--- config.mk ---
export PLATFORM = sky130hd
export DESIGN_NAME = vtd_cordic_stage
export DESIGN_NICKNAME = d
export VERILOG_FILES = /design/src/vtd_pkg.sv /design/src/vtd_cordic_stage.sv
export SDC_FILE = /design/constraint.sdc
export NUM_CORES = 1
export LEC_CHECK = 0
export BUFFER_PORTS_ARGS = -buffer_cell sky130_fd_sc_hd__buf_2
export CAP_MARGIN = 20
export CORE_UTILIZATION = 43
export CTS_CLUSTER_SIZE = 24
export DETAILED_ROUTE_END_ITERATION = 6
export PLACE_DENSITY = 0.67
export SLEW_MARGIN = 20
export SYNTH_ARGS = -nofsm -noshare
export SYNTH_HDL_FRONTEND = slang
export SYNTH_SLANG_ARGS = --single-unit
--- constraint.sdc ---
create_clock -name clock -period 4.8 [get_ports clock]
set_clock_uncertainty 0.2 [all_clocks]
set_input_delay 0.48 -clock clock [delete_from_list [all_inputs] [get_ports clock]]
set_output_delay 0.48 -clock clock [all_outputs]
set_load 0.02 [all_outputs]
--- src/vtd_pkg.sv ---
// ---------------------------------------------------------------------------
// vtd_pkg
// Shared widths, defaults, stage record and arctangent table for the
// vector direction pipeline.
// ---------------------------------------------------------------------------
package vtd_pkg;

   // Field widths
   localparam int VEC_W   = 32;
   localparam int DIR_W   = 15;
   localparam int ANGLE_W = 32;

   // Datapath: components are prescaled by 2^24 and grow by the CORDIC gain
   localparam int PRESCALE_SHIFT = 24;
   localparam int DATA_W         = 60;

   // Parameter defaults
   localparam int DEF_DIRECTION_STEPS = 128;
   localparam int DEF_FRACTION_BITS   = 8;
   localparam int DEF_CORDIC_STAGES   = 20;

   // Half a turn in binary-turn units
   localparam logic [ANGLE_W-1:0] TURN_HALF = 32'h8000_0000;

   // round(atan(2^-i) / (2*pi) * 2^32)
   localparam logic [ANGLE_W-1:0] ATAN_TURN [32] = '{
      32'h20000000, 32'h12E4051E, 32'h09FB385B, 32'h051111D4,
      32'h028B0D43, 32'h0145D7E1, 32'h00A2F61E, 32'h00517C55,
      32'h0028BE53, 32'h00145F2F, 32'h000A2F98, 32'h000517CC,
      32'h00028BE6, 32'h000145F3, 32'h0000A2FA, 32'h0000517D,
      32'h000028BE, 32'h0000145F, 32'h00000A30, 32'h00000518,
      32'h0000028C, 32'h00000146, 32'h000000A3, 32'h00000051,
      32'h00000029, 32'h00000014, 32'h0000000A, 32'h00000005,
      32'h00000003, 32'h00000001, 32'h00000001, 32'h00000000
   };

   // Record carried between rotation stages
   typedef struct packed {
      logic signed [DATA_W-1:0] x;
      logic signed [DATA_W-1:0] y;
      logic [ANGLE_W-1:0]       z;
      logic                     zero;
   } rot_type;

endpackage

--- src/vtd_cordic_stage.sv ---
// ---------------------------------------------------------------------------
// vtd_cordic_stage
// One registered CORDIC vectoring micro-rotation with its own valid bit.
// ---------------------------------------------------------------------------
module vtd_cordic_stage #(
   parameter int SHIFT = 0
) (
   input  logic              clock,
   input  logic              reset,
   input  logic              load,
   input  logic              in_valid,
   input  vtd_pkg::rot_type  in_data,
   output logic              out_valid,
   output vtd_pkg::rot_type  out_data
);
   import vtd_pkg::*;

   logic    valid_ff;
   rot_type data_ff;
   rot_type data_in;

   logic signed [DATA_W-1:0] x_cur;
   logic signed [DATA_W-1:0] y_cur;
   logic signed [DATA_W-1:0] x_shr;
   logic signed [DATA_W-1:0] y_shr;

   // Rotate toward the x axis: clockwise when y is non-negative
   always_comb begin
      x_cur        = in_data.x;
      y_cur        = in_data.y;
      x_shr        = x_cur >>> SHIFT;
      y_shr        = y_cur >>> SHIFT;
      data_in.zero = in_data.zero;
      if (!y_cur[DATA_W-1]) begin
         data_in.x = x_cur + y_shr;
         data_in.y = y_cur - x_shr;
         data_in.z = in_data.z + ATAN_TURN[SHIFT];
      end else begin
         data_in.x = x_cur - y_shr;
         data_in.y = y_cur + x_shr;
         data_in.z = in_data.z - ATAN_TURN[SHIFT];
      end
   end

   // Hold while the next stage is full and stalled
   always_ff @(posedge clock) begin
      if (reset) begin
         valid_ff <= 1'b0;
      end else if (load) begin
         valid_ff <= in_valid;
      end
   end

   always_ff @(posedge clock) begin
      if (load) begin
         data_ff <= data_in;
      end
   end

   assign out_valid = valid_ff;
   assign out_data  = data_ff;

endmodule

==> Word-level counts from Yosys, hierarchy flattened <==
Cells that the tools add are included.
{ "word_totals": {"in_bits": 157, "regBits": 154} }
{ "classes": {"addsub": 5, "muxes": 1} }
{ "op_table": {"columns": ["operator", "count"], "rows": [
  ["2-to-1 mux 152 bit", 1],
  ["subtractor 60 bit", 2],
  ["adder 60 bit", 1],
  ["adder 32 x 30 -> 32 bit (second input constant)", 1],
  ["subtractor 32 x 30 -> 32 bit (second input constant)", 1]
]} }

==> Longest topological paths before layout <==
Gate-level depths: netlist of the first run.
{ "logic_depth": {"word_depth": 2, "ltp_mapped": 15, "ltp_nobuf": 14} }

==> Worst setup path after synthesis of the first run <==
Ideal clock, no wire load.
{ "synth_path": {"path_kind": "input to register", "start": "in in_data[36] (netlist name)", "end": "reg data_ff (netlist bit out_data[149]), data pin", "path_buffers": 1, "path_slack_ps": 1291, "stages": 14, "arrival_time_ps": 3040, "required_ps": 4331, "cell_sequence": "inv_1 > ha_1 > buf_2 > nor4_1 > nand2_1 > nand3_1 > o31a_2 > a311oi_2 > o41ai_2 > a211o_1 > a21oi_2 > o41ai_2 > mux2i_1 > xor2_1"} }
{ "synth_lines": {"columns": ["item", "line_no", "rtl"], "rows": [
  ["start, declared", "vtd_cordic_stage.sv:12", "input vtd_pkg::rot_type in_data,"],
  ["end signal, assigned", "vtd_cordic_stage.sv:56", "data_ff <= data_in;"],
  ["end, declared", "vtd_cordic_stage.sv:19", "rot_type data_ff;"]
]} }

==> flow_metrics.env, run 1 <==
export IMPL_status="finished, final reports clean"
export IMPL_dr_wl_met2_um=27500
export IMPL_cellPowerDensity_mw_per_mm2=296
export IMPL_htreeDepth=4
export IMPL_drtIter0Drc=1605
export IMPL_stdcell_area_mm2=0.0190
export IMPL_antennaDiodeCount=0
export IMPL_grt_max_degree=101
export IMPL_post_cts_buffers=0
export IMPL_core_area_mm2=0.0365
export IMPL_root_buffer="clkbuf_16"
export IMPL_fp_dieH_um=194
export IMPL_gp_congestion=1.01
export IMPL_worstSetupPathType="in -> reg"
export IMPL_fin_nets=2581
export IMPL_fillers=3533
export IMPL_hold_depth=1
export IMPL_grtUsageTotal=0.316
export IMPL_numCtsBuffers=17
export IMPL_path_max_fanout=9
export IMPL_switching_share=0.400
export IMPL_clk_pin_slew_ns=0.07
export IMPL_grt_first_pass_wirelength_um=92100
export IMPL_clock_sinks=153
export IMPL_antenna_found_initial=0
export IMPL_grt_overflow_total=0
export IMPL_synthFlopType="edfxtp_1"
export IMPL_drive_above_1_share=0.192
export IMPL_regArea_mm2=0.00458
export IMPL_area_growth_pct=19.5
export IMPL_p_comb_frac=0.419
export IMPL_clock_latency_ns=0.46
export IMPL_hold_violations=0
export IMPL_clockPowerShare=0.258
export IMPL_worstRegToRegCells=2
export IMPL_setup_violations=0
export IMPL_rows=70
export IMPL_numPortBuffers=310
export IMPL_slew_violations=0
export IMPL_ys_seq_area_frac=0.288
export IMPL_min_period_over_period=0.960
export IMPL_slew_headroom=0.261
export IMPL_worst_setup_path_end_kind="register"
export IMPL_p_int_mw=3.37
export IMPL_ys_top_cells_by_area="edfxtp_1 29%, ha_1 15%, a21oi_1 8.3%"
export IMPL_dieWidth_um=194
export IMPL_num_vias=16100
export IMPL_wl_per_cell_um=22.6
export IMPL_placed_area_mm2=0.0181
export IMPL_synth_edf_count=152
export IMPL_io_pins=311
export IMPL_syn_num_nets=2257
export IMPL_grt_pass1_vias=15500
export IMPL_clockBufferDepth=2
export IMPL_yosysUniqueCellTypes=76
export IMPL_max_freq_mhz=217
export IMPL_cts_tree="done"
export IMPL_switchingPower_mw=2.25
export IMPL_maxCapViolCount=0
export IMPL_seqPwrFrac=0.324
export IMPL_syn_cell_area_mm2=0.0159
export IMPL_wl_met3_um=3900
export IMPL_synth_warning_count=0
export IMPL_first_pass_iters=6
export IMPL_post_route_drc_count=0
export IMPL_met1_length_um=27600
export IMPL_top_layer="met4"
export IMPL_cp_data_required_time_ns=4.82
export IMPL_synth_seq_cells=153
export IMPL_synthArstFlopShare=0
export IMPL_yosysTopAreaCellShare=0.287
export IMPL_hpwl_um=49000
export IMPL_min_period_ns=4.61
export IMPL_min_path_type="in -> reg"
export IMPL_syn_inst=1903
export IMPL_p_leak_nw=8.50
export IMPL_syn_area_per_cell_um2=8.35
export IMPL_wirelength_um=61100
export IMPL_vdd_ir_drop_max_uv=266
export IMPL_start_util=0.435
export IMPL_post_synth_top_area_cell="edfxtp_1"
export IMPL_via_per_inst=5.95
export IMPL_detail_route_antenna_nets=0
export IMPL_multi_input_area_mm2=0.0102
export IMPL_arrival_ns=4.62
export IMPL_rsz0062_at_grt="no"
export IMPL_finalSetupTns_ns=0
export IMPL_tightestPinTransition_ns=1.11
export IMPL_worst_setup_path_start_kind="input pin"
export IMPL_dieArea_mm2=0.0377
worst max-delay path: stages:
cell and delay [ns]:
buf_2 0.11, inv_1 0.04, ha_1 0.44, buf_4 0.24, nor3b_1 0.07, nor3_1 0.24
nand3_1 0.29, buf_4 0.24, o311ai_1 0.63, nand3_1 0.36, o211a_1 0.36, o21ai_2 0.21
a31oi_1 0.27, a211oi_2 0.30, a2bb2oi_1 0.25, xor2_1 0.09
metal layers:
metal,track usage,up-vias
met5,0,-
met4,0.123,0
met3,0.0393,111
met2,0.502,785
met1,0.437,7727
li1,-,7498
final cells by class:
type / count / share of cell area
timing repair buffer: 396 / 0.120
sequential: 153 / 0.241
multi-input combinational: 1468 / 0.538
clock buffer: 18 / 0.0226
inverter: 191 / 0.0378
tap: 468 / 0.0308
clock inverter: 14 / 0.00916
synthesized netlist by cell type (all sizes together), types with 32 or more instances:
library cell / number
nor2: 142
ha: 193
o21ai: 116
edfxtp: 152
nand2: 114
a21oi: 263
a21o: 44
nand4: 32
inv: 185
xnor2: 105
buf: 34
clkbuf: 57
nor3: 46
o21bai: 52
mux2i: 34
power groups by stage:
stage          clock network, mW  logic, mW  registers [mW]
6_report                    1.45       2.35            1.82
4_1_cts                     1.47       2.31            1.82
3_3_place_gp                   0       2.28            1.84
5_1_grt                     1.51       2.51            1.84
2_1_floorplan                  0       1.17            2.10
3_5_place_dp                   0       2.28            1.85
path summary, 6_finish.rpt:
check             slack, ns                endpoint                   start
hold / removal         0.02  out_data[26]$_DFFE_PP_             in_data[26]
setup / recovery       0.19  out_data[91]$_DFFE_PP_             in_data[40]
hold reg to reg        0.29  out_valid$_SDFFE_PP0P_  out_valid$_SDFFE_PP0P_
setup reg to reg       4.02  out_valid$_SDFFE_PP0P_  out_valid$_SDFFE_PP0P_
registers in the layout (all words and copies together), names as in the netlist:
signal	count
out_data	152
out_valid	1
cells in the final DEF, fill, tap and decap left out, types with 7 or more instances in the layout:
master	instances
a211o_1	7
a211oi_1	19
a21boi_0	7
a21o_1	44
a21oi_1	262
a221oi_1	8
a31oi_1	9
and2_1	7
buf_2	308
buf_4	57
clkbuf_16	17
clkinv_1	7
dlygate4sd3_1	29
edfxtp_1	152
ha_1	193
inv_1	183
mux2i_1	34
nand2_1	114
nand2b_1	12
nand3_1	23
nand4_1	32
nor2_1	141
nor2b_1	18
nor3_1	46
nor4_1	28
o211ai_1	13
o21a_1	21
o21ai_0	108
o21ai_1	7
o21bai_1	52
o221ai_1	8
o31a_1	10
o31ai_1	24
or2_2	9
or3_1	9
xnor2_1	105
xor2_1	12
logic make-up (layout without fill, tap and decap cells):
| logic type | count (synthesis) | count (layout) | share of synthesized area |
|---|---|---|---|
| adder cells (fa/ha/maj) | 197 | 197 | 0.157 |
| AO/OA/AOI/OAI | 659 | 659 | 0.262 |
| XOR/XNOR | 117 | 117 | 0.0645 |
| AND/OR/NAND/NOR | 460 | 460 | 0.137 |
| flip-flops | 153 | 153 | 0.288 |
| multiplexers | 35 | 35 | 0.0221 |
| buffers and inverters | 282 | 619 | 0.0687 |
metrics by stage:
step                power (mW)  hold slack [ns]  setup slack (ns)  utilization  instances
floorplan                 3.26            0.352              1.29            -       1903
global placement          4.12            0.269            -0.327        0.495       2646
finish                    5.62           0.0161             0.193        0.520       2708
global route              5.85         0.000269             0.183        0.520       2708
detailed placement        4.12            0.281            -0.321        0.495       2646
CTS                       5.60          0.00120             0.157        0.520       2707
timing repair:
item / in CTS / in global routing
resized for setup: 0 / 1
hold buffers: 29 / 0
setup endpoints to repair: 0 / 2
hold endpoints to repair: 29 / 0
Power figures use the tool's default switching activity.
==> run 2, diff against run 1 <==
==> constraint.sdc (replaced) <==
create_clock -name clock -period 4.8 [get_ports clock]
set_clock_uncertainty 0.2 [all_clocks]
set_input_delay 0.72 -clock clock [delete_from_list [all_inputs] [get_ports clock]]
set_output_delay 0.72 -clock clock [all_outputs]
set_load 0.02 [all_outputs]
==> flow_metrics.env, run 2 (same netlist as run 1, synthesis figures left out) <==
export IMPL_cpMostUsedCell="nand3_1"
export IMPL_clock_latency_ns=0.47
export IMPL_slew_headroom=0.384
export IMPL_largest_register_ffs=152
export IMPL_grt_first_pass_wirelength_um=93400
export IMPL_hold_ws_ns=0.192
export IMPL_cp_data_required_time_ns=4.81
export IMPL_io_pins=311
export IMPL_area_growth_pct=20.8
export IMPL_fin_nets=2616
export IMPL_hold_violations=0
export IMPL_stdcell_area_mm2=0.0192
export IMPL_maxCapViolCount=0
export IMPL_finalSetupTns_ns=0
export IMPL_rows=70
export IMPL_gp_congestion=1.01
export IMPL_detail_route_antenna_nets=0
export IMPL_clk_pin_slew_ns=0.07
export IMPL_path_max_fanout=13
export IMPL_num_vias=16300
export IMPL_min_period_over_period=0.949
export IMPL_start_util=0.435
export IMPL_grt_overflow_total=0
export IMPL_dieWidth_um=194
export IMPL_htreeDepth=4
export IMPL_wl_per_cell_um=22.6
export IMPL_worstSetupPathType="in -> reg"
export IMPL_fin_util=0.526
export IMPL_min_path_type="in -> reg"
export IMPL_fin_total_pwr_mw=5.70
export IMPL_cts_tree="done"
export IMPL_placed_area_mm2=0.0186
export IMPL_ctsResizeCount=0
export IMPL_setup_violations=0
export IMPL_hpwl_um=50200
export IMPL_status="finished, final reports clean"
export IMPL_worst_setup_path_end_kind="register"
export IMPL_wirelength_um=61900
export IMPL_antennaDiodeCount=0
export IMPL_path_delay_family="compound AO/OA/AOI/OAI gates"
export IMPL_drtIter0Drc=1401
export IMPL_arrival_ns=4.57
export IMPL_clockBufferDepth=2
export IMPL_slew_violations=0
export IMPL_first_pass_iters=5
export IMPL_grt_pass1_vias=15700
export IMPL_path_cells="buf_2, inv_1, ha_1, nor3b_1, o31ai_1, nand3_1, buf_4, o311ai_0, nand3_1, o211a_1, o21ai_2, a31oi_1, a211oi_2, o22ai_1, xnor2_1"
export IMPL_p_leak_nw=8.69
export IMPL_post_cts_buffers=0
export IMPL_rsz0062_at_grt="no"
export IMPL_crit_buf_inv=3
export IMPL_fin_ws_ns=0.245
export IMPL_worst_setup_path_start_kind="input pin"
export IMPL_fin_cells=2743
export IMPL_tightestPinTransition_ns=0.924
export IMPL_vdd_ir_drop_max_uv=256
export IMPL_fp_dieH_um=194
export IMPL_critPathSlowestCell="o311ai_0"
export IMPL_clock_sinks=153
export IMPL_mostFrequentLayoutCell="buf_2"
export IMPL_min_period_ns=4.55
export IMPL_drive_above_1_share=0.218
export IMPL_post_route_drc_count=0
export IMPL_via_per_inst=5.93
export IMPL_cellPowerDensity_mw_per_mm2=297
export IMPL_placed_cells=2711
export IMPL_antenna_found_initial=0
export IMPL_most_common_layout_cells="308 x buf_2, 262 x a21oi_1, 193 x ha_1, 183 x inv_1, 152 x edfxtp_1"
export IMPL_max_freq_mhz=220
export IMPL_dp_slack_ns=-0.0326
export IMPL_numCtsBuffers=17
export IMPL_grt_max_degree=94
export IMPL_cts_hold_buf=0
export IMPL_grtUsageTotal=0.323
export IMPL_cpPeakStageDelay_ns=0.69
export IMPL_numPortBuffers=310
export IMPL_dieArea_mm2=0.0377
export IMPL_root_buffer="clkbuf_16"
export IMPL_core_area_mm2=0.0365
run 2: worst register-to-register path, stage by stage (launching register included):
cell,delay (ns)
dfxtp_1,0.31
mux2i_1,0.13
nor2_1,0.05
run 2: cell type report:
type | count | area [um^2]
Sequential cell | 153 | 4580
Inverter | 191 | 717
Timing Repair Buffer | 431 | 2480
Fill cell | 3553 | 17300
Tap cell | 468 | 586
Clock inverter | 15 | 186
Multi-Input combinational cell | 1468 | 10200
Clock buffer | 17 | 425
run 2: final timing paths:
kind              cells after the start                    from  slack, ns                 endpoint
setup / recovery                     15             in_data[37]       0.25  out_data[151]$_DFFE_PP_
hold / removal                        2                   reset       0.19   out_valid$_SDFFE_PP0P_
setup reg to reg                      2  out_valid$_SDFFE_PP0P_       4.00   out_valid$_SDFFE_PP0P_
hold reg to reg                       2  out_valid$_SDFFE_PP0P_       0.31   out_valid$_SDFFE_PP0P_
run 2: where the power goes:
| part | internal, mW | total [mW] | switching (mW) |
|---|---|---|---|
| clock network | 0.790 | 1.47 | 0.683 |
| logic | 0.849 | 2.40 | 1.55 |
| registers | 1.75 | 1.82 | 0.0719 |
run 2: per-layer routing:
layer | GRT usage | routed length [um] | vias up | share of wire
li1 | - | - | 7578 | -
met1 | 0.442 | 27700 | 7829 | 0.45
met2 | 0.522 | 28300 | 736 | 0.46
met3 | 0.0438 | 4000 | 112 | 0.065
met4 | 0.114 | 1980 | 0 | 0.032
met5 | 0 | 0 | - | 0
